<file path="src/hdl/iirbp_pkg.sv">
// Shared types and fixed widths for the band-pass biquad with output clipping.
package iirbp_pkg;

  localparam int COEF_W     = 24;
  localparam int CLIP_W     = 15;
  localparam int Y_W        = 40;
  localparam int ACC_W      = 64;
  localparam int YSPLIT     = 20;
  localparam int CFG_IDX_W  = 3;
  localparam int CFG_DATA_W = 24;

  localparam logic signed [ACC_W-1:0] Y_MAX = 64'sh0000_007F_FFFF_FFFF;
  localparam logic signed [ACC_W-1:0] Y_MIN = 64'shFFFF_FF80_0000_0000;

  localparam logic [CFG_IDX_W-1:0] REG_COEF_A0    = 3'd0;
  localparam logic [CFG_IDX_W-1:0] REG_COEF_A1    = 3'd1;
  localparam logic [CFG_IDX_W-1:0] REG_COEF_A2    = 3'd2;
  localparam logic [CFG_IDX_W-1:0] REG_COEF_FB1   = 3'd3;
  localparam logic [CFG_IDX_W-1:0] REG_COEF_FB2   = 3'd4;
  localparam logic [CFG_IDX_W-1:0] REG_CLIP_LIMIT = 3'd5;

  // Where the registered product goes in the accumulate stage.
  typedef enum logic [1:0] {
    DST_NONE = 2'd0,
    DST_MAIN = 2'd1,
    DST_LOAD = 2'd2,
    DST_HI   = 2'd3
  } acc_dst_t;

  typedef struct packed {
    logic     clr;
    acc_dst_t dst;
    logic     flush;
  } mac_ctrl_t;

endpackage

</file>
<file path="src/hdl/iirbp_mac.sv">
// Shared signed multiplier with a product register, a partial-term accumulator and the main sum.
module iirbp_mac
  import iirbp_pkg::*;
#(
  parameter int B_W       = 21,
  parameter int FRAC_BITS = 20
) (
  input  logic                    clk,
  input  logic                    rst_n,
  input  mac_ctrl_t               ctrl,
  input  logic signed [COEF_W-1:0] coef,
  input  logic signed [B_W-1:0]   operand,
  output logic signed [ACC_W-1:0] acc
);

  localparam int PW = COEF_W + B_W;

  logic signed [PW-1:0]    prod_r;
  acc_dst_t                dst_r;
  logic                    flush_r;
  logic signed [ACC_W-1:0] term_r, term_nxt;
  logic signed [ACC_W-1:0] main_r, main_nxt;
  logic signed [ACC_W-1:0] prod_ext;
  logic signed [ACC_W-1:0] term_shr;
  logic signed [ACC_W-1:0] main_add;

  assign prod_ext = ACC_W'(prod_r);
  // A feedback product is floored only after both halves are summed.
  assign term_shr = term_r >>> FRAC_BITS;

  always_comb begin
    term_nxt = term_r;
    unique case (dst_r)
      DST_NONE: term_nxt = term_r;
      DST_MAIN: term_nxt = term_r;
      DST_LOAD: term_nxt = prod_ext;
      DST_HI:   term_nxt = term_r + (prod_ext <<< YSPLIT);
    endcase
  end

  always_comb begin
    priority if (flush_r) begin
      main_add = term_shr;
    end else if (dst_r == DST_MAIN) begin
      main_add = prod_ext;
    end else begin
      main_add = '0;
    end
    main_nxt = ctrl.clr ? '0 : main_r + main_add;
  end

  always_ff @(posedge clk) begin
    prod_r <= coef * operand;
    term_r <= term_nxt;
    main_r <= main_nxt;
  end

  always_ff @(posedge clk) begin
    if (!rst_n) begin
      dst_r   <= DST_NONE;
      flush_r <= 1'b0;
    end else begin
      dst_r   <= ctrl.dst;
      flush_r <= ctrl.flush;
    end
  end

  assign acc = main_r;

endmodule

</file>
<file path="src/hdl/iir_bandpass_biquad_clip_top.sv">
// Top level of the band-pass biquad with output clipping and block tail values.
//
// Input requests carry one signed sample in in_tdata and the block-end mark in
// in_tlast. The first two samples of a block only fill the input history; unless
// in_tlast is set they leave the sequencer idle. Every later sample runs eight
// steps on one shared multiplier, then a drain state and an output state, in
// which its result is registered. A request with in_tlast set adds two tail
// results, the last one with out_tlast set; the block history is then cleared.
// in_tready is high only while the sequencer is idle. A result waits in the
// output register while out_tready is low, and the sequencer holds in its
// output step until the register is free; the next request can be taken while
// the last result still waits.
// Configuration writes on the cfg_ channel are always ready; they are meant for
// times when no request is in progress. Reset restores a0 = 1.0, the other
// coefficients to zero, the clip limit to 32767 and clears all history.
module iir_bandpass_biquad_clip_top
  import iirbp_pkg::*;
#(
  parameter int SAMPLE_BITS    = 16,
  parameter int COEF_FRAC_BITS = 20
) (
  input  logic                             clk,
  input  logic                             rst_n,
  input  logic                             in_tvalid,
  output logic                             in_tready,
  // [SAMPLE_BITS-1:0] sample_in, rest zero
  input  logic [((SAMPLE_BITS+7)/8)*8-1:0] in_tdata,
  input  logic                             in_tlast,
  output logic                             out_tvalid,
  input  logic                             out_tready,
  // [SAMPLE_BITS-1:0] filtered, rest zero
  output logic [((SAMPLE_BITS+7)/8)*8-1:0] out_tdata,
  output logic                             out_tlast,
  input  logic                             cfg_valid,
  output logic                             cfg_ready,
  input  logic [CFG_IDX_W-1:0]             cfg_index,
  input  logic [CFG_DATA_W-1:0]            cfg_data
);

  localparam int TD_W = ((SAMPLE_BITS + 7) / 8) * 8;
  localparam int B_W  = (SAMPLE_BITS > YSPLIT + 1) ? SAMPLE_BITS : YSPLIT + 1;
  localparam int E_W  = CLIP_W + 1;
  localparam logic [ACC_W-1:0] TRUNC_BIAS = (ACC_W'(1) << COEF_FRAC_BITS) - ACC_W'(1);
  localparam logic [2:0] STEP_TAIL = 3'd3;
  localparam logic [2:0] STEP_LAST = 3'd7;

  typedef enum logic [3:0] {
    ST_IDLE  = 4'b0001,
    ST_MAC   = 4'b0010,
    ST_DRAIN = 4'b0100,
    ST_EMIT  = 4'b1000
  } state_t;

  typedef enum logic [1:0] {
    PH_Y  = 2'd0,
    PH_T1 = 2'd1,
    PH_T2 = 2'd2
  } phase_t;

  state_t state_r, state_nxt;
  phase_t phase_r, phase_nxt;
  logic [2:0] step_r, step_nxt;

  logic signed [COEF_W-1:0] coef_a0_r, coef_a1_r, coef_a2_r, coef_fb1_r, coef_fb2_r;
  logic [CLIP_W-1:0]        clip_r;

  logic signed [SAMPLE_BITS-1:0] x_cur_r, x1_r, x2_r;
  logic signed [Y_W-1:0]         y1_r, y2_r;
  logic [1:0]                    seen_r;
  logic                          end_r;
  logic signed [E_W-1:0]         e1_r;

  logic                   out_valid_r;
  logic [SAMPLE_BITS-1:0] out_data_r;
  logic                   out_last_r;

  mac_ctrl_t                ctrl;
  logic signed [COEF_W-1:0] op_coef;
  logic signed [B_W-1:0]    op_b;
  logic signed [ACC_W-1:0]  acc;
  logic signed [ACC_W-1:0]  y_sat;
  logic signed [ACC_W-1:0]  emit_in;
  logic signed [E_W-1:0]    emit_q;

  logic in_acc, out_free, emit_go, last_step, prime, clr_go;
  logic signed [SAMPLE_BITS-1:0] in_sample;

  function automatic logic signed [ACC_W-1:0] sat_y(input logic signed [ACC_W-1:0] v);
    logic signed [ACC_W-1:0] r;
    priority if (v > Y_MAX) begin
      r = Y_MAX;
    end else if (v < Y_MIN) begin
      r = Y_MIN;
    end else begin
      r = v;
    end
    return r;
  endfunction

  // Clip to the limit, otherwise truncate toward zero to an integer.
  function automatic logic signed [E_W-1:0] emit_val(input logic signed [ACC_W-1:0] v,
                                                     input logic [CLIP_W-1:0] lim);
    logic signed [ACC_W-1:0] lq;
    logic signed [ACC_W-1:0] rnd;
    logic signed [E_W-1:0]   r;
    lq  = ACC_W'(lim);
    lq  = lq <<< COEF_FRAC_BITS;
    rnd = v + (v[ACC_W-1] ? TRUNC_BIAS : '0);
    priority if (v < -lq) begin
      r = -$signed({1'b0, lim});
    end else if (v > lq) begin
      r = $signed({1'b0, lim});
    end else begin
      r = E_W'(rnd >>> COEF_FRAC_BITS);
    end
    return r;
  endfunction

  assign in_sample = $signed(in_tdata[SAMPLE_BITS-1:0]);
  assign in_tready = (state_r == ST_IDLE);
  assign in_acc    = in_tvalid && in_tready;
  assign prime     = (seen_r != 2'd2);
  assign out_free  = !out_valid_r || out_tready;
  assign emit_go   = (state_r == ST_EMIT) && out_free;
  assign last_step = (phase_r == PH_T2) ? (step_r == STEP_TAIL) : (step_r == STEP_LAST);

  assign cfg_ready = 1'b1;

  // Operand selection for the shared multiplier.
  always_comb begin
    op_coef    = '0;
    op_b       = '0;
    ctrl.clr   = clr_go;
    ctrl.dst   = DST_NONE;
    ctrl.flush = 1'b0;
    if (state_r == ST_MAC) begin
      if (phase_r == PH_T2) begin
        unique case (step_r[1:0])
          2'd0: begin
            op_coef  = coef_fb1_r;
            op_b     = B_W'(e1_r);
            ctrl.dst = DST_MAIN;
          end
          2'd1: begin
            op_coef  = coef_fb2_r;
            op_b     = B_W'({1'b0, y1_r[YSPLIT-1:0]});
            ctrl.dst = DST_LOAD;
          end
          2'd2: begin
            op_coef  = coef_fb2_r;
            op_b     = B_W'($signed(y1_r[Y_W-1:YSPLIT]));
            ctrl.dst = DST_HI;
          end
          2'd3: begin
            ctrl.flush = 1'b1;
          end
        endcase
      end else begin
        unique case (step_r)
          3'd0: begin
            op_coef  = coef_a0_r;
            op_b     = B_W'(x_cur_r);
            ctrl.dst = DST_MAIN;
          end
          3'd1: begin
            op_coef  = coef_a1_r;
            op_b     = B_W'(x1_r);
            ctrl.dst = DST_MAIN;
          end
          3'd2: begin
            op_coef  = coef_a2_r;
            op_b     = B_W'(x2_r);
            ctrl.dst = DST_MAIN;
          end
          3'd3: begin
            op_coef  = coef_fb1_r;
            op_b     = B_W'({1'b0, y1_r[YSPLIT-1:0]});
            ctrl.dst = DST_LOAD;
          end
          3'd4: begin
            op_coef  = coef_fb1_r;
            op_b     = B_W'($signed(y1_r[Y_W-1:YSPLIT]));
            ctrl.dst = DST_HI;
          end
          3'd5: begin
            op_coef    = coef_fb2_r;
            op_b       = B_W'({1'b0, y2_r[YSPLIT-1:0]});
            ctrl.dst   = DST_LOAD;
            ctrl.flush = 1'b1;
          end
          3'd6: begin
            op_coef  = coef_fb2_r;
            op_b     = B_W'($signed(y2_r[Y_W-1:YSPLIT]));
            ctrl.dst = DST_HI;
          end
          3'd7: begin
            ctrl.flush = 1'b1;
          end
        endcase
      end
    end
  end

  always_comb begin
    state_nxt = state_r;
    phase_nxt = phase_r;
    step_nxt  = step_r;
    clr_go    = 1'b0;
    unique case (state_r)
      ST_IDLE: begin
        if (in_acc) begin
          if (!prime) begin
            state_nxt = ST_MAC;
            phase_nxt = PH_Y;
            step_nxt  = '0;
            clr_go    = 1'b1;
          end else if (in_tlast) begin
            state_nxt = ST_MAC;
            phase_nxt = PH_T1;
            step_nxt  = STEP_TAIL;
            clr_go    = 1'b1;
          end
        end
      end
      ST_MAC: begin
        step_nxt = step_r + 3'd1;
        if (last_step) begin
          state_nxt = ST_DRAIN;
        end
      end
      ST_DRAIN: begin
        state_nxt = ST_EMIT;
      end
      ST_EMIT: begin
        if (out_free) begin
          unique case (phase_r)
            PH_Y: begin
              if (end_r) begin
                state_nxt = ST_MAC;
                phase_nxt = PH_T1;
                step_nxt  = STEP_TAIL;
                clr_go    = 1'b1;
              end else begin
                state_nxt = ST_IDLE;
              end
            end
            PH_T1: begin
              state_nxt = ST_MAC;
              phase_nxt = PH_T2;
              step_nxt  = '0;
              clr_go    = 1'b1;
            end
            PH_T2: begin
              state_nxt = ST_IDLE;
            end
            default: begin
              state_nxt = ST_IDLE;
            end
          endcase
        end
      end
      default: begin
        state_nxt = ST_IDLE;
      end
    endcase
  end

  assign y_sat   = sat_y(acc);
  assign emit_in = (phase_r == PH_Y) ? y_sat : acc;
  assign emit_q  = emit_val(emit_in, clip_r);

  always_ff @(posedge clk) begin
    if (!rst_n) begin
      state_r <= ST_IDLE;
      phase_r <= PH_Y;
      step_r  <= '0;
    end else begin
      state_r <= state_nxt;
      phase_r <= phase_nxt;
      step_r  <= step_nxt;
    end
  end

  always_ff @(posedge clk) begin
    if (!rst_n) begin
      coef_a0_r  <= 24'sd1048576;
      coef_a1_r  <= '0;
      coef_a2_r  <= '0;
      coef_fb1_r <= '0;
      coef_fb2_r <= '0;
      clip_r     <= 15'd32767;
    end else if (cfg_valid && cfg_ready) begin
      if (cfg_index == REG_COEF_A0)    coef_a0_r  <= $signed(cfg_data[COEF_W-1:0]);
      if (cfg_index == REG_COEF_A1)    coef_a1_r  <= $signed(cfg_data[COEF_W-1:0]);
      if (cfg_index == REG_COEF_A2)    coef_a2_r  <= $signed(cfg_data[COEF_W-1:0]);
      if (cfg_index == REG_COEF_FB1)   coef_fb1_r <= $signed(cfg_data[COEF_W-1:0]);
      if (cfg_index == REG_COEF_FB2)   coef_fb2_r <= $signed(cfg_data[COEF_W-1:0]);
      if (cfg_index == REG_CLIP_LIMIT) clip_r     <= cfg_data[CLIP_W-1:0];
    end
  end

  always_ff @(posedge clk) begin
    if (!rst_n) begin
      x1_r   <= '0;
      x2_r   <= '0;
      y1_r   <= '0;
      y2_r   <= '0;
      seen_r <= '0;
      end_r  <= 1'b0;
    end else if (in_acc) begin
      end_r <= in_tlast;
      if (prime) begin
        seen_r <= seen_r + 2'd1;
        x2_r   <= x1_r;
        x1_r   <= in_sample;
      end
    end else if (emit_go) begin
      unique case (phase_r)
        PH_Y: begin
          y2_r <= y1_r;
          y1_r <= y_sat[Y_W-1:0];
          x2_r <= x1_r;
          x1_r <= x_cur_r;
        end
        PH_T1: begin
        end
        PH_T2: begin
          x1_r   <= '0;
          x2_r   <= '0;
          y1_r   <= '0;
          y2_r   <= '0;
          seen_r <= '0;
        end
        default: begin
        end
      endcase
    end
  end

  always_ff @(posedge clk) begin
    if (in_acc) begin
      x_cur_r <= in_sample;
    end
    if (emit_go && (phase_r == PH_T1)) begin
      e1_r <= emit_q;
    end
    if (emit_go) begin
      out_data_r <= SAMPLE_BITS'(emit_q);
      out_last_r <= (phase_r == PH_T2);
    end
  end

  always_ff @(posedge clk) begin
    if (!rst_n) begin
      out_valid_r <= 1'b0;
    end else if (emit_go) begin
      out_valid_r <= 1'b1;
    end else if (out_tready) begin
      out_valid_r <= 1'b0;
    end
  end

  assign out_tvalid = out_valid_r;
  assign out_tdata  = TD_W'(out_data_r);
  assign out_tlast  = out_last_r;

  iirbp_mac #(
    .B_W       (B_W),
    .FRAC_BITS (COEF_FRAC_BITS)
  ) u_mac (
    .clk     (clk),
    .rst_n   (rst_n),
    .ctrl    (ctrl),
    .coef    (op_coef),
    .operand (op_b),
    .acc     (acc)
  );

endmodule

</file>
<file path="config.mk">
export PLATFORM = sky130hd
export DESIGN_NAME = iir_bandpass_biquad_clip_top
export DESIGN_NICKNAME = d
export VERILOG_FILES = /design/src/hdl/iirbp_pkg.sv /design/src/hdl/iirbp_mac.sv /design/src/hdl/iir_bandpass_biquad_clip_top.sv
export SDC_FILE = /design/constraint.sdc
export NUM_CORES = 2
export LEC_CHECK = 0
export BUFFER_PORTS_ARGS = -buffer_cell sky130_fd_sc_hd__buf_2
export CAP_MARGIN = 30
export CORE_MARGIN = 4
export CORE_UTILIZATION = 30
export DETAILED_ROUTE_END_ITERATION = 16
export HOLD_SLACK_MARGIN = 0.12
export PLACE_DENSITY = 0.43
export SYNTH_ARGS = -nofsm -noshare
export SYNTH_HDL_FRONTEND = slang
export SYNTH_SLANG_ARGS = --single-unit
</file>
<file path="constraint.sdc">
create_clock -name clk -period 9.13 [get_ports clk]
set_input_delay 1.826 -clock clk [delete_from_list [all_inputs] [get_ports clk]]
set_output_delay 1.826 -clock clk [all_outputs]
set_load 0.01 [all_outputs]
</file>
# Yosys cells after proc, flatten, opt, wreduce, memory -nomap -nowiden
# Index checks and enable logic that the tools add are counted.
totals:
  regBits: 485
  inputBits: 49
  out_inout_bits: 20
  word_cells: 176
op_classes:
  n_addsub: 7
  multipliers: 1
  magnitude_cmp: 4
  eq_ne: 32
  muxes: 68
  bitwise_logic: 1
  n_reduce_logical: 38
ops:
  columns: ["op", "n"]
  rows:
  - ["$mux W64", 5]
  - ["$pmux W40 S2", 2]
  - ["$pmux W21 S7", 1]
  - ["$add A64 B64 Y64", 2]
  - ["$mux W16", 8]
  - ["$pmux W64 S2", 1]
  - ["$pmux W24 S5", 1]
  - ["$gt A64 B36 Y1", 1]
  - ["$gt A64 B40 Y1 const B", 1]
  - ["$lt A64 B40 Y1 const B", 1]
  - ["$lt A64 B64 Y1", 1]
  - ["$neg A35 Y64", 1]
  - ["$pmux W16 S2", 2]
  - ["$pmux W21 S3", 1]
  - ["$mux W24", 2]
  - ["$pmux W24 S2", 1]
  - ["$mul A24 B21 Y45", 1]
  - ["$mux W21", 2]
  - ["$add A36 B20 Y36", 1]
  - ["$mux W2", 10]
  - ["$mux W20", 1]
  - ["$mux W4", 5]
  - ["$eq A3 B3 Y1 const B", 6]
  - ["$mux W3", 6]
  - ["37 further kinds", 88]

# Logic depth before layout (Yosys ltp)
depth:
  depth_word: 8
  mapped_depth: 38
  ltp_nobuf: 34

# Hierarchy
# A second synthesis with hierarchy kept.
hier_totals:
  cells_unflattened: 5551
  area_unflattened_um2: 46938.8
modules_own_cells:
  columns: ["module", "n_inst", "cells_per_inst", "area_per_inst_um2", "seq_area_each_um2"]
  rows:
  - ["iirbp_mac", 1, 3283, 28989.1, 3563.4]
  - ["iir_bandpass_biquad_clip_top", 1, 2268, 17949.7, 6676.4]

# Worst setup path before layout
# Ideal clock, no wire load.
synth_path:
  path_type: "flip-flop to flip-flop"
  startpoint: "reg step_r[2]"
  endpoint: "reg u_mac.prod_r[43]"
  setup_time_ns: 0.072
  arrival_ns: 9.006
  required_ns: 9.058
  slack_ns: 0.052
  path_stages_with_launch: 37
  path_buffers: 6
  period_less_slack_ns: 9.078
  path_cell_list: "dfxtp_1 -> clkbuf_1 -> inv_1 -> buf_1 -> buf_1 -> ha_1 -> clkbuf_1 -> clkbuf_1 -> a22oi_1 -> o211ai_1 -> a21oi_1 -> nor2_1 -> clkbuf_1 -> nand2_1 -> fa_1 -> inv_1 -> fa_1 -> inv_1 -> fa_1 -> inv_1 -> fa_1 -> fa_1 -> fa_1 -> inv_1 -> fa_1 -> inv_1 -> ha_1 -> a21o_1 -> a211o_1 -> a211oi_1 -> nand3b_1 -> a31o_2 -> a21boi_2 -> o21ai_1 -> a311o_1 -> a21oi_1 -> xnor2_1"
synth_between:
  elab_chain_cells: 6
synth_lines:
  columns: ["element", "line_no", "rtl"]
  rows:
  - ["start, declared", "iir_bandpass_biquad_clip_top.sv:62", "logic [2:0] step_r, step_nxt;"]
  - ["start signal, assigned", "iir_bandpass_biquad_clip_top.sv:280", "step_r <= step_nxt;"]
  - ["$eq A3 B3 Y1 / $eq A3 B2 Y1 (equally long branches)", "iir_bandpass_biquad_clip_top.sv:159", "unique case (step_r)"]
  - ["$reduce_or A2 Y1 (no source line)", null, null]
  - ["$pmux W24 S5", "iir_bandpass_biquad_clip_top.sv:159", null]
  - ["$mux W24", "iir_bandpass_biquad_clip_top.sv:137", "if (phase_r == PH_T2) begin"]
  - ["$mux W24", "iir_bandpass_biquad_clip_top.sv:136", "if (state_r == ST_MAC) begin"]
  - ["$mul A24 B21 Y45 *", "iirbp_mac.sv:53", "prod_r <= coef * operand;"]
  - ["end signal, assigned", "iirbp_mac.sv:53", null]
  - ["end, declared", "iirbp_mac.sv:18", "logic signed [PW-1:0] prod_r;"]
# Mark *: on every way between the ends. The rest lies on a longest branch, timed or not.
# A chain may end at the register's enable or synchronous reset.

# Worst setup path after layout
layout_path:
  startpoint: "reg state_r[3]"
  endpoint: "reg u_mac.prod_r[43]"
layout_between:
  elab_chain_cells: 3
layout_lines:
  columns: ["element", "line_no", "rtl"]
  rows:
  - ["start, declared", "iir_bandpass_biquad_clip_top.sv:60", "state_t state_r, state_nxt;"]
  - ["start signal, assigned", "iir_bandpass_biquad_clip_top.sv:278", "state_r <= state_nxt;"]
  - ["$eq A4 B2 Y1 *", "iir_bandpass_biquad_clip_top.sv:136", null]
  - ["$mux W24 / $mux W21 (equally long branches)", "iir_bandpass_biquad_clip_top.sv:136", null]
  - ["$mul A24 B21 Y45 *", "iirbp_mac.sv:53", null]
# Marks and branches as above.

==> flow_summary_export.csv <==
group,metric,value,unit
placement,dp_cells,7506,
sta,finalClockSkew,37.6,ps
critical_path,worstPathRequired,9710,ps
hold_path,min-delay-start,"coef_a1_r[5]$_SDFFE_PN0P_",
critical_path,worstSetupStartpointType,"flip-flop",
critical_path,cp_slowest_stage_delay,590,ps
logic_synthesis,yosysTopAreaCell,"fa_1",
floorplanning,rows,144,
drt,wl_met1,75.4,mm
logic_synthesis,synth_edf_count,93,
floorplanning,die_area,0.162,mm^2
critical_path,critPathKind,"flip-flop to flip-flop",
drt,drcViolationCount,0,
cells_and_area,final_common_cell,"nand2_1",
logic_synthesis,syn_inst,5532,
placement,dpl.hpwl,128,mm
critical_path,rr_startpoint,"state_r[3]$_SDFFE_PN0P_",
sta,worst_slew_pin_slew,978,ps
logic_synthesis,synthMuxAreaShare,0.239,%
critical_path,path_max_fanout,34,
pwr,p_switching,1.56,mW
cells_and_area,multiInputGateArea,0.0328,mm^2
sta,setup_ws,384,ps
hold_path,holdPathEnd,"coef_a1_r[5]$_SDFFE_PN0P_",
pwr,peakVddDrop,140,uV
floorplanning,io_pins,69,
grt,grt_start_max_net_pins,100,
drt,wl_met3,8.74,mm
critical_path,cp_slowest_cell,"or3_2",
logic_synthesis,synth_area_per_cell,8.44,um^2
logic_synthesis,syn-cell-area,0.0467,mm^2
cells_and_area,synthToLayoutAreaGrowth,12.0,%
clocking,htreeDepth,2,
logic_synthesis,synthDistinctLibCells,100,
sta,fmax,114,MHz
cells_and_area,nets,6401,
floorplanning,initial_core_util,30.2,%
logic_synthesis,async_reset_ff_share,0,%
pwr,pwr-share-comb,13.7,%
clocking,cts-root-buf,"clkbuf_16",
sta,setup_tns,0,ps
critical_path,endpoint_kind,"flip-flop",
drt,wirelength,162,mm
hold_path,worstHoldPathType,"flip-flop to flip-flop",
drt,top_layer_used,"met5",
logic_synthesis,seq_area_frac_synth,21.9,%
placement,port_buffers,67,
pwr,seq_power_share,40.4,%
sta,finalMaxSlewViolations,0,
drt,avgViaCountPerCell,5.06,
cells_and_area,design_area,0.0523,mm^2
clocking,cts_sinks,465,
logic_synthesis,synth_top_family_by_area,"adder cells",
placement,dpl-instance-area,0.0501,mm^2
pwr,clkPwrFrac,45.9,%
logic_synthesis,synth_compound_area_share,18.6,%
placement,dp_slack,227,ps
logic_synthesis,synth_top_area_share,22.3,%
grt,overflow,0,
floorplanning,die_w,402,um
logic_synthesis,ys_top_cells_by_area,"fa_1 22%, dfxtp_1 16%, ha_1 8.3%",
drt,drtIter0Drc,2984,
cells_and_area,nFillCells,16100,
logic_synthesis,synth_seq_cells,465,
clocking,clk_latency,670,ps
clocking,cts_inserted_buffers,58,
clocking,cts_tree,"yes",
pwr,power.density,103,mW/mm^2
logic_synthesis,synth_top_flop_cell,"dfxtp_1",
logic_synthesis,synth_warnings,0,
logic_synthesis,synth_xor_area_share,2.80,%
clocking,cts_buffer_depth,3,
drt,dr.pass1.iters,10,
floorplanning,core,0.154,mm^2
logic_synthesis,syn_nets,6411,
job,max-cap-violations,0,
cells_and_area,seq_area,0.0102,mm^2
sta,whs,464,ps
sta,hold_viol,0,
pwr,p_leak,23.3,nW
pwr,total_power,5.40,mW
critical_path,rr_worst_depth,30,
drt,wire_per_inst,21.3,um
placement,place_congestion,0.849,
critical_path,reg2reg_to,"u_mac.prod_r[43]$_DFF_P_",
grt,grt_pass1_vias,39000,
status,status,"finished clean",
drt,ant_nets,0,
critical_path,path_buf_inv,8,
critical_path,cp_common_cell,"fa_1",
sta,setup_viol,0,
drt,wl_met2,74.5,mm
sta,relSlewSlack,34.8,%
grt,grt_pass1_wl,249,mm
pwr,intPower,3.84,mW
clocking,cts_setup_buffers,0,
cells_and_area,layout.cells.non_filler,7615,
sta,fin_crit_sh,95.8,%
hold_path,hold_depth,2,
clocking,path_clk_slew,60,ps
grt,grt_util_all_layers,19.9,%
cells_and_area,layout_common_cells,"906 x nand2_1, 701 x inv_1, 517 x fa_1",
pwr,swShare,28.9,%
logic_synthesis,synth-simple-area-share,17.4,%
cells_and_area,final_util,33.8,%
drt,vias,38500,
floorplanning,die_h,402,um
critical_path,r2r_slack,380,ps
sta,fin_crit,8750,ps
logic_synthesis,synthAdderAreaFrac,30.6,%
grt,grt_antenna_before_repair,7,
critical_path,crit_family,"adder cells",
critical_path,worstPathArrival,9330,ps
cells_and_area,drive_gt1_share,8.62,%
how the worst max path moves through the flow:
stage	from	endpoint	cells after the start
3_3_place_gp	state_r[3]$_SDFFE_PN0P_	u_mac.prod_r[43]$_DFF_P_	29
4_1_cts	step_r[0]$_SDFFE_PN0P_	u_mac.prod_r[44]$_DFF_P_	33
3_5_place_dp	step_r[0]$_SDFFE_PN0P_	u_mac.prod_r[44]$_DFF_P_	33
5_1_grt	step_r[0]$_SDFFE_PN0P_	u_mac.prod_r[43]$_DFF_P_	34
6_report	state_r[3]$_SDFFE_PN0P_	u_mac.prod_r[43]$_DFF_P_	30
2_1_floorplan	step_r[2]$_SDFFE_PN0P_	u_mac.prod_r[43]$_DFF_P_	36
area by class of cell:
| class | count | area share [%] |
|---|---|---|
| multi-input combinational | 4045 | 62.7 |
| sequential | 465 | 19.6 |
| inverter | 705 | 5.06 |
| tap | 2044 | 4.89 |
| timing repair buffer | 247 | 3.85 |
| clock buffer | 74 | 3.17 |
| clock inverter | 34 | 0.754 |
| antenna | 1 | 0.00479 |
per-layer routing:
layer	up-vias	GRT usage (%)
met3	155	2.98
met5	-	0
met1	19100	28.0
met2	892	32.2
met4	2	4.60
li1	18400	-
cell families after synthesis:
group	Yosys count
other	1
multiplexers	11
AND/OR/NAND/NOR	1819
XOR/XNOR	149
buffers and inverters	1022
AO/OA/AOI/OAI	1235
adder cells (fa/ha/maj)	830
flip-flops	465
power groups by stage:
stage / logic, mW / clock network [mW] / registers (mW)
2_1_floorplan: 0.449 / 0 / 2.21
3_3_place_gp: 0.720 / 0 / 2.23
3_5_place_dp: 0.730 / 0 / 2.23
4_1_cts: 0.732 / 2.55 / 2.18
5_1_grt: 0.808 / 2.63 / 2.19
6_report: 0.737 / 2.48 / 2.18
state kept, by name, summed over array words and instances (netlist names), 24 cells and up:
| signal | flops |
|---|---|
| coef_a0_r | 24 |
| coef_a1_r | 24 |
| coef_a2_r | 24 |
| coef_fb1_r | 24 |
| coef_fb2_r | 24 |
| u_mac.acc | 64 |
| u_mac.prod_r | 45 |
| u_mac.term_r | 44 |
| y1_r | 40 |
| y2_r | 40 |
what timing repair did:
item / in CTS / in global routing
gates resized for setup: 0 / 34
hold buffers: 0 / 0
endpoints found under the setup margin: 0 / 9
Yosys cell counts, types with 33 or more instances:
master	n
o21ai_1	33
nand3_1	103
nor3_1	59
inv_1	702
xor2_1	55
a22o_1	48
and2_1	46
buf_2	50
a22oi_1	126
xnor2_1	94
dfxtp_1	372
o211ai_1	34
a222oi_1	42
nand2b_1	59
ha_1	311
edfxtp_1	93
nor2b_1	152
nand2_1	906
a21o_1	97
nand4_1	46
nor2_1	347
fa_1	519
a21oi_1	206
o21ai_0	177
clkbuf_1	237
o21a_1	44
a21boi_0	181
worst register-to-register path: cells and delay by family (launching register included):
family                     cells  cell delay, ps
DFF                            1             310
adders and majority gates      8            3900
buffers and inverters          8             930
AOI/OAI and AO/OA              6            1580
and+or+nand+nor                7            1840
xor gates and xnor gates       1             130
(Power assumes the default switching activity.)
